--- config.mk ---
export PLATFORM = sky130hd
export DESIGN_NAME = json_string_unescaper_utf8_unit
export DESIGN_NICKNAME = d
export VERILOG_FILES = /design/src/hdl/jsu_pkg.sv /design/src/hdl/json_string_unescaper_utf8_unit.sv
export SDC_FILE = /design/constraint.sdc
export NUM_CORES = 1
export LEC_CHECK = 0
export BUFFER_PORTS_ARGS = -buffer_cell sky130_fd_sc_hd__buf_2
export CORE_ASPECT_RATIO = 0.8
export CORE_MARGIN = 5
export CORE_UTILIZATION = 42
export DETAILED_ROUTE_END_ITERATION = 6
export PLACE_DENSITY = 0.59
export SYNTH_ARGS = -nofsm -noshare
export SYNTH_HDL_FRONTEND = slang
export SYNTH_SLANG_ARGS = --single-unit
--- constraint.sdc ---
create_clock -name clk_i -period 7.07 [get_ports clk_i]
set_clock_uncertainty 0.15 [all_clocks]
set_input_delay 1.414 -clock clk_i [delete_from_list [all_inputs] [get_ports clk_i]]
set_output_delay 1.414 -clock clk_i [all_outputs]
set_load 0.01 [all_outputs]
--- src/hdl/jsu_pkg.sv ---
// Package for the JSON string unescaper: item structs, phase and code names,
// and character constants. Depends on nothing; imported by the top level.
package jsu_pkg;

  typedef struct packed {
    logic       begin_req;
    logic       text_end;
    logic [7:0] in_byte;
  } in_item_t;

  typedef struct packed {
    logic [7:0] out_byte;
    logic [1:0] kind;
    logic [2:0] error_cause;
    logic       last;
  } out_item_t;

  typedef enum logic [2:0] {
    PH_IDLE    = 3'd0,
    PH_TEXT    = 3'd1,
    PH_ESC     = 3'd2,
    PH_HEX1    = 3'd3,
    PH_WANT_BS = 3'd4,
    PH_WANT_U  = 3'd5,
    PH_HEX2    = 3'd6
  } phase_e;

  localparam logic [1:0] KIND_DATA  = 2'd0;
  localparam logic [1:0] KIND_CLOSE = 2'd1;
  localparam logic [1:0] KIND_ERROR = 2'd2;

  localparam logic [2:0] CAUSE_NONE      = 3'd0;
  localparam logic [2:0] CAUSE_CONTROL   = 3'd1;
  localparam logic [2:0] CAUSE_ESCAPE    = 3'd2;
  localparam logic [2:0] CAUSE_HEX       = 3'd3;
  localparam logic [2:0] CAUSE_SURROGATE = 3'd4;
  localparam logic [2:0] CAUSE_TRUNCATED = 3'd5;

  localparam logic [7:0] CH_QUOTE  = 8'h22;
  localparam logic [7:0] CH_BSLASH = 8'h5C;
  localparam logic [7:0] CH_SLASH  = 8'h2F;
  localparam logic [7:0] CH_B      = 8'h62;
  localparam logic [7:0] CH_F      = 8'h66;
  localparam logic [7:0] CH_N      = 8'h6E;
  localparam logic [7:0] CH_R      = 8'h72;
  localparam logic [7:0] CH_T      = 8'h74;
  localparam logic [7:0] CH_U      = 8'h75;
  localparam logic [7:0] CH_SPACE  = 8'h20;

  localparam logic [7:0] ASCII_BS = 8'h08;
  localparam logic [7:0] ASCII_FF = 8'h0C;
  localparam logic [7:0] ASCII_LF = 8'h0A;
  localparam logic [7:0] ASCII_CR = 8'h0D;
  localparam logic [7:0] ASCII_HT = 8'h09;

  // Upper six bits of a 16-bit code unit that mark each surrogate half
  localparam logic [5:0] SURR_HIGH_TAG = 6'b110110;
  localparam logic [5:0] SURR_LOW_TAG  = 6'b110111;

endpackage

--- src/hdl/json_string_unescaper_utf8_unit.sv ---
// JSON string body unescaper with UTF-8 output, single module.
// Depends on jsu_pkg for item structs, phase enum and code constants.
//
// Usage:
//   in channel  (in_valid_i / in_ready_o / in_item_i): one body byte of a
//     JSON string per item, starting after the opening quote. Set begin_req
//     on the first byte of each string; set text_end to report that the
//     text stopped (the byte is then ignored).
//   out channel (out_valid_o / out_ready_i / out_item_o): zero to four
//     result items per input item. kind is data, close or error; last marks
//     the final result of the input item that caused it.
// Path: an accepted item sits in the input register until the result buffer
//   is free; its results are then loaded into the result buffer and offered.
// Throughput: one input item per cycle while each item yields at most one
//   result and out_ready_i is high; an item yielding n UTF-8 bytes holds the
//   result buffer while the single output port drains one byte per cycle.
// Reset: the string phase returns to idle and both registers empty; bytes
//   are ignored until a begin_req item arrives.
// Stall: when out_ready_i is low the result buffer holds its entries, the
//   input register holds its item, and in_ready_o drops once both are full.
module json_string_unescaper_utf8_unit (
  input  logic               clk_i,
  input  logic               rst_ni,
  input  logic               in_valid_i,
  output logic               in_ready_o,
  input  jsu_pkg::in_item_t  in_item_i,
  output logic               out_valid_o,
  input  logic               out_ready_i,
  output jsu_pkg::out_item_t out_item_o
);
  import jsu_pkg::*;

  typedef struct packed {
    logic [2:0]      n;
    logic [3:0][7:0] bytes;
  } utf8_t;

  // Encode a code point of up to 21 bits into UTF-8 bytes, first byte in [0]
  function automatic utf8_t enc_utf8(input logic [20:0] cp);
    utf8_t r;
    r.bytes = '0;
    if (cp < 21'h80) begin
      r.n        = 3'd1;
      r.bytes[0] = {1'b0, cp[6:0]};
    end else if (cp < 21'h800) begin
      r.n        = 3'd2;
      r.bytes[0] = {3'b110, cp[10:6]};
      r.bytes[1] = {2'b10, cp[5:0]};
    end else if (cp < 21'h10000) begin
      r.n        = 3'd3;
      r.bytes[0] = {4'b1110, cp[15:12]};
      r.bytes[1] = {2'b10, cp[11:6]};
      r.bytes[2] = {2'b10, cp[5:0]};
    end else begin
      r.n        = 3'd4;
      r.bytes[0] = {5'b11110, cp[20:18]};
      r.bytes[1] = {2'b10, cp[17:12]};
      r.bytes[2] = {2'b10, cp[11:6]};
      r.bytes[3] = {2'b10, cp[5:0]};
    end
    return r;
  endfunction

  // Input register
  logic     in_valid_q;
  in_item_t in_q;

  // Decoder state
  phase_e      phase_q, phase_d;
  logic [1:0]  hex_cnt_q, hex_cnt_d;
  logic [15:0] acc_q, acc_d;
  logic [9:0]  hs_q, hs_d;

  // Result buffer: cnt_q entries, idx_q is the one on offer
  logic [3:0][7:0] buf_q;
  logic [1:0]      kind_q;
  logic [2:0]      cause_q;
  logic [2:0]      cnt_q;
  logic [1:0]      idx_q;

  // Decoded results of the item in the input register
  logic [2:0]      res_n;
  logic [3:0][7:0] res_bytes;
  logic [1:0]      res_kind;
  logic [2:0]      res_cause;

  logic buf_last, buf_free, load;

  // State as seen by this item: begin_req restarts the string
  phase_e      eff_phase;
  logic [1:0]  eff_hc;
  logic [15:0] eff_acc;
  logic [9:0]  eff_hs;
  logic [7:0]  b;
  logic        hex_ok;
  logic [3:0]  hex_d;
  logic [15:0] acc_new;
  logic        is_high, is_low;
  utf8_t       enc_single, enc_pair;
  logic [20:0] pair_cp;

  assign b         = in_q.in_byte;
  assign eff_phase = in_q.begin_req ? PH_TEXT : phase_q;
  assign eff_hc    = in_q.begin_req ? 2'd0 : hex_cnt_q;
  assign eff_acc   = in_q.begin_req ? 16'd0 : acc_q;
  assign eff_hs    = in_q.begin_req ? 10'd0 : hs_q;

  always_comb begin
    hex_ok = 1'b1;
    hex_d  = 4'd0;
    if (b >= 8'h30 && b <= 8'h39) begin
      hex_d = b[3:0];
    end else if ((b >= 8'h61 && b <= 8'h66) || (b >= 8'h41 && b <= 8'h46)) begin
      hex_d = b[3:0] + 4'd9;
    end else begin
      hex_ok = 1'b0;
    end
  end

  assign acc_new    = {eff_acc[11:0], hex_d};
  assign is_high    = (acc_new[15:10] == SURR_HIGH_TAG);
  assign is_low     = (acc_new[15:10] == SURR_LOW_TAG);
  assign pair_cp    = 21'h10000 + {1'b0, eff_hs, acc_new[9:0]};
  assign enc_single = enc_utf8({5'd0, acc_new});
  assign enc_pair   = enc_utf8(pair_cp);

  // Next state
  always_comb begin
    phase_d   = eff_phase;
    hex_cnt_d = eff_hc;
    acc_d     = eff_acc;
    hs_d      = eff_hs;
    if (eff_phase != PH_IDLE) begin
      if (in_q.text_end) begin
        phase_d = PH_IDLE;
      end else begin
        unique case (eff_phase)
          PH_TEXT: begin
            if (b == CH_QUOTE || b < CH_SPACE) phase_d = PH_IDLE;
            else if (b == CH_BSLASH) phase_d = PH_ESC;
          end
          PH_ESC: begin
            unique case (b)
              CH_QUOTE, CH_BSLASH, CH_SLASH, CH_B, CH_F, CH_N, CH_R, CH_T:
                phase_d = PH_TEXT;
              CH_U: begin
                phase_d   = PH_HEX1;
                hex_cnt_d = 2'd0;
                acc_d     = 16'd0;
              end
              default: phase_d = PH_IDLE;
            endcase
          end
          PH_WANT_BS: phase_d = (b == CH_BSLASH) ? PH_WANT_U : PH_IDLE;
          PH_WANT_U: begin
            if (b == CH_U) begin
              phase_d   = PH_HEX2;
              hex_cnt_d = 2'd0;
              acc_d     = 16'd0;
            end else begin
              phase_d = PH_IDLE;
            end
          end
          PH_HEX1, PH_HEX2: begin
            if (!hex_ok) begin
              phase_d = PH_IDLE;
            end else begin
              acc_d = acc_new;
              if (eff_hc != 2'd3) begin
                hex_cnt_d = eff_hc + 2'd1;
              end else begin
                hex_cnt_d = 2'd0;
                if (eff_phase == PH_HEX1) begin
                  if (is_high) begin
                    hs_d    = acc_new[9:0];
                    phase_d = PH_WANT_BS;
                  end else begin
                    phase_d = is_low ? PH_IDLE : PH_TEXT;
                  end
                end else begin
                  phase_d = is_low ? PH_TEXT : PH_IDLE;
                end
              end
            end
          end
          default: phase_d = PH_IDLE;
        endcase
      end
    end
  end

  // Results of this item
  always_comb begin
    res_n     = 3'd0;
    res_bytes = '0;
    res_kind  = KIND_DATA;
    res_cause = CAUSE_NONE;
    if (eff_phase != PH_IDLE) begin
      if (in_q.text_end) begin
        res_n = 3'd1; res_kind = KIND_ERROR; res_cause = CAUSE_TRUNCATED;
      end else begin
        unique case (eff_phase)
          PH_TEXT: begin
            if (b == CH_QUOTE) begin
              res_n = 3'd1; res_kind = KIND_CLOSE;
            end else if (b < CH_SPACE) begin
              res_n = 3'd1; res_kind = KIND_ERROR; res_cause = CAUSE_CONTROL;
            end else if (b != CH_BSLASH) begin
              res_n = 3'd1; res_bytes[0] = b;
            end
          end
          PH_ESC: begin
            res_n = 3'd1;
            unique case (b)
              CH_QUOTE, CH_BSLASH, CH_SLASH: res_bytes[0] = b;
              CH_B: res_bytes[0] = ASCII_BS;
              CH_F: res_bytes[0] = ASCII_FF;
              CH_N: res_bytes[0] = ASCII_LF;
              CH_R: res_bytes[0] = ASCII_CR;
              CH_T: res_bytes[0] = ASCII_HT;
              CH_U: res_n = 3'd0;
              default: begin
                res_kind = KIND_ERROR; res_cause = CAUSE_ESCAPE;
              end
            endcase
          end
          PH_WANT_BS: begin
            if (b != CH_BSLASH) begin
              res_n = 3'd1; res_kind = KIND_ERROR; res_cause = CAUSE_SURROGATE;
            end
          end
          PH_WANT_U: begin
            if (b != CH_U) begin
              res_n = 3'd1; res_kind = KIND_ERROR; res_cause = CAUSE_SURROGATE;
            end
          end
          PH_HEX1, PH_HEX2: begin
            if (!hex_ok) begin
              res_n = 3'd1; res_kind = KIND_ERROR; res_cause = CAUSE_HEX;
            end else if (eff_hc == 2'd3) begin
              if (eff_phase == PH_HEX1) begin
                if (is_low) begin
                  res_n = 3'd1; res_kind = KIND_ERROR; res_cause = CAUSE_SURROGATE;
                end else if (!is_high) begin
                  res_n = enc_single.n; res_bytes = enc_single.bytes;
                end
              end else if (is_low) begin
                res_n = enc_pair.n; res_bytes = enc_pair.bytes;
              end else begin
                res_n = 3'd1; res_kind = KIND_ERROR; res_cause = CAUSE_SURROGATE;
              end
            end
          end
          default: res_n = 3'd0;
        endcase
      end
    end
  end

  // Handshake: the buffer frees as its final entry is taken
  assign buf_last    = ({1'b0, idx_q} == (cnt_q - 3'd1));
  assign out_valid_o = (cnt_q != 3'd0);
  assign buf_free    = !out_valid_o || (out_ready_i && buf_last);
  assign load        = in_valid_q && buf_free;
  assign in_ready_o  = !in_valid_q || load;

  assign out_item_o.out_byte    = buf_q[idx_q];
  assign out_item_o.kind        = kind_q;
  assign out_item_o.error_cause = cause_q;
  assign out_item_o.last        = buf_last;

  always_ff @(posedge clk_i or negedge rst_ni) begin
    if (!rst_ni) begin
      in_valid_q <= 1'b0;
      phase_q    <= PH_IDLE;
      hex_cnt_q  <= 2'd0;
      acc_q      <= 16'd0;
      hs_q       <= 10'd0;
      cnt_q      <= 3'd0;
      idx_q      <= 2'd0;
    end else begin
      if (in_ready_o) in_valid_q <= in_valid_i;
      if (load) begin
        // Move the item's results into the buffer and advance the phase
        phase_q   <= phase_d;
        hex_cnt_q <= hex_cnt_d;
        acc_q     <= acc_d;
        hs_q      <= hs_d;
        cnt_q     <= res_n;
        idx_q     <= 2'd0;
      end else if (out_valid_o && out_ready_i) begin
        if (buf_last) begin
          cnt_q <= 3'd0;
          idx_q <= 2'd0;
        end else begin
          idx_q <= idx_q + 2'd1;
        end
      end
    end
  end

  // Payload registers, no reset
  always_ff @(posedge clk_i) begin
    if (in_ready_o && in_valid_i) in_q <= in_item_i;
    if (load) begin
      buf_q   <= res_bytes;
      kind_q  <= res_kind;
      cause_q <= res_cause;
    end
  end

endmodule
==> results.md <==
- The flow ran to the end, and the final reports show no timing, DRC or antenna violations.
- For this block, the via count after detailed routing is 4068.
- Yosys printed 0 warnings.
- The worst-case IR drop observed on VDD is approximately 0.18 mV.
- The placeable core area is approximately 11000 µm².
- The power density normalized to cell area is 334 nW/µm².
- The number of I/O pins is 30.
- Entering global routing, the biggest net connects 37 pins.
- The number of input and output port buffers inserted is 29.
- After synthesis, the share of flip-flops with an asynchronous set or reset is 0.429.
- In the synthesized netlist the dominant register cell turns out to be edfxtp_1.
- At the worst endpoint, the required time is approximately 5.5 ns.
- The critical path class is register to primary output.
- The worst slew slack as a fraction of its limit is 0.142.
- Internal power comes to 1.13 mW.
- The finished layout holds ~660 standard cells, fillers aside.
- At the pin with the least slew margin, the transition time is around 1.3 ns.
- After synthesis the netlist holds a flip-flop and latch count of 77.
- The number of max-cap violations is 0.
- Along the worst path, the maximum fanout reaches 13.
- The H-tree was split into 3 levels.
- The weighted congestion at the end of routability-driven global placement is 0.938.
- The first detailed-routing pass ran for 5 iterations.
- The cell type of the slowest stage on the worst timing path is dfrtp_1.
- The type of the worst min-delay path is register to register.
- The cell count after synthesis is 496.
- For this run, the register share of the synthesized area comes to 0.442.
- For the final routed database, the setup TNS stands at 0 ns.
- The post-synthesis net count is between 500 and 600.
- STA classifies the critical path startpoint as a register.
- The via count of the first global-routing pass is ~3800.
- The count of fill cells added during filler insertion is 1080.
- The final core utilization is 0.471.
- Of the total power, the share spent switching nets is 0.370.
- The die covers approximately 14000 µm².
- The number of antenna diodes in the final layout is 0.
- Setup repair after global routing left no endpoint under its margin.
- Leaving out fill and tap cells, the most frequent cell in the layout is nand2_1.
- In the finished design, the share of the clock period the worst path needs comes to 0.499.
- The post-layout minimum cycle time is around 3.5 ns.
- The initial antenna violation count is 0.
- The starting utilization of the core area is 0.425.
- For this design the total switching power over the nets is roughly 0.66 mW.
- The via count normalized by instance count is about 6.2.
- The clock insertion delay at the later pin of the skew report is around 0.34 ns.
- In this run, synthesis inferred 44 flip-flops with an integrated enable.
- The clock sink count is 77.
- The number of slew-limit violations in the final report came to 0.
- In this run, CTS created clock tree buffers numbering 9.
- Setup violations remaining at the end of the flow were counted as 0.
- The relative contribution of combinational cells to total power is 0.299.
- The total count of hold-check failures in the final report came to 0.
- At the worst endpoint, the arrival time is ~2.0 ns.
- The global-route wire length before repair is 21800 µm.
- The floorplan step set the die width to 130 µm.
- The die is around 110 µm tall.
- The final routed wire length divided by cell count is between 20 and 25 µm.
- The count of routing violations after the opening detailed-route iteration is slightly above 500.
- The clock root buffer is clkbuf_16.
- In this design, the stage delay of the slowest critical-path cell is 0.72 ns.
- The share of total power dissipated in sequential elements is 0.421.
- Once the clock tree was built, the resizer swapped 0 gates to a different size.
- The clock passes through at most 2 buffers.
- The share of layout cells above drive strength 1 is 0.146.
- The number of buffers added for setup after CTS is 0.
- Walking the worst path, the cells encountered are xor2_1, and3_1, nand2_1, nand3_1, buf_2.
- After legalization and detailed placement, the total HPWL measured between 9000 and 10000 µm.
- The multi-input gate area in the final layout is approximately 2500 µm².
- The synthesized area divided by synthesized cell count is 9.80 µm².
- The final layout contains routed wiring with a total length of about 14000 µm.
- The floorplan row count is 35.
- The overall routing resource usage is 0.207.
- The final layout contains roughly 530 nets.
- The hold buffer count at cts is 0.
- The total leakage power is 1.93 nW.
- The number of nets still failing antenna checks after routing is 0.
- In the layout the commonest cells are 49 x nand2_1, 44 x edfxtp_1, 38 x nor2_1.
- The post-placement cell count is 640.
- STA classifies the critical path endpoint as a primary output.
- The clock-pin slew of the registers on the worst-case setup and hold paths is 0.06 ns.
- For this run the aggregate overflow at the end of global routing stands at 0.
- The number of remaining DRC errors is 0.
- Of the total power, the clock network draws 0.281.
- TritonCTS built the clock tree.
- Derived from the worst setup path, the maximum achievable clock frequency is between 0.2 and 0.3 GHz.
- The count of different cell masters after synthesis is 81.
- The area growth from synthesis to layout is 10.8%.
- In the final layout, flip-flops and latches occupy around 2100 µm².
- Summing every instance area after synthesis gives around 5000 µm².
==> final timing paths <==
path                                from           end  slack [ns]  cells after the start
worst max register to register      b[0]     buf_q[24]        3.83                      7
worst min-delay path            cnt_q[1]      cnt_q[1]        0.33                      2
worst max-delay path            idx_q[0]    in_ready_o        3.54                      5
worst min register to register  cnt_q[1]      cnt_q[1]        0.33                      2
max in group asynchronous         rst_ni  hex_cnt_q[1]        5.17                      1
min in group asynchronous         rst_ni      idx_q[1]        1.03                      1
==> critical path: cells and delay by family (launching register included) <==
kind	cells	cell delay (ns)
xor+xnor	1	0.24
buf+inv	1	0.15
simple gates	3	0.52
flops	1	0.72
==> power groups by stage <==
stage,Clock [mW],Combinational (mW),Sequential [mW]
2_1_floorplan,0,0.423,0.678
3_3_place_gp,0,0.527,0.760
3_5_place_dp,0,0.531,0.764
4_1_cts,0.516,0.535,0.755
5_1_grt,0.534,0.590,0.775
6_report,0.505,0.536,0.755
==> registers in the layout, summed over array words and instances (netlist names) <==
signal	flops
kind_q	2
acc_q	12
idx_q	2
hs_q	10
in_q	2
b	8
cause_q	3
in_valid_q	1
hex_cnt_q	2
buf_q	29
cnt_q	3
phase_q	3
==> cell type report <==
type | count | share of cell area
flip-flops and latches | 77 | 0.399
well taps | 148 | 0.0344
clock inverters | 6 | 0.0174
multi-input cells | 355 | 0.456
inverters | 28 | 0.0195
clock buffers | 10 | 0.0425
repair buffers | 32 | 0.0311
==> cells in the mapped netlist (all sizes together) (3+ instances only) <==
master / n / area, µm²
nand2: 49 / 184
edfxtp: 44 / 1320
nor2: 38 / 143
dfrtp: 33 / 826
a21oi: 26 / 130
inv: 26 / 97.6
o21ai: 23 / 119
clkbuf: 19 / 73.8
buf: 17 / 87.6
nor3: 16 / 85.1
nand3: 13 / 65.1
a22oi: 11 / 82.6
mux2i: 10 / 100
ha: 9 / 113
nor2b: 9 / 56.3
o211ai: 9 / 67.6
o31ai: 9 / 86.3
o311ai: 8 / 70.1
a31oi: 7 / 43.8
mux4: 7 / 158
and3: 6 / 37.5
nor4: 6 / 43.8
o2111ai: 6 / 58.8
xor2: 6 / 52.6
nand2b: 5 / 31.3
or2: 5 / 31.3
a2111oi: 4 / 36.3
a22o: 4 / 35.0
a32oi: 4 / 35.0
a21o: 3 / 22.5
a222oi: 3 / 30.0
and2: 3 / 18.8
and3b: 3 / 26.3
and4: 3 / 28.8
nand4b: 3 / 26.3
nor3b: 3 / 22.5
nor4b: 3 / 41.3
or3: 3 / 18.8
or3b: 3 / 26.3
or4: 3 / 22.5
==> cell families (layout without fill, tap and decap cells) <==
family,Yosys count,after routing,share of synthesized area
compound gates,141,141,0.213
xor+xnor,7,7,0.0126
fa+ha+maj,9,9,0.0232
buf+inv,64,76,0.0549
flops,77,77,0.442
mux,17,17,0.0531
simple gates,181,181,0.202
==> layer usage <==
metal  up-vias  wire length [µm]  track usage
li1       1894                 -            -
met1      1987              6670        0.326
met2       171              5830        0.286
met3        16              1020       0.0352
met4         0               207       0.0608
met5         -                 0            0
==> metrics by stage <==
stage,hold slack [ns],area (µm²),total power [mW],worst slack [ns]
floorplan,0.291,4860,1.10,3.87
global placement,0.322,5060,1.29,3.56
detailed placement,0.321,5060,1.30,3.46
CTS,0.328,5390,1.81,3.49
global route,0.360,5390,1.90,3.32
finish,0.327,5390,1.80,3.54
(Power assumes the default switching activity.)
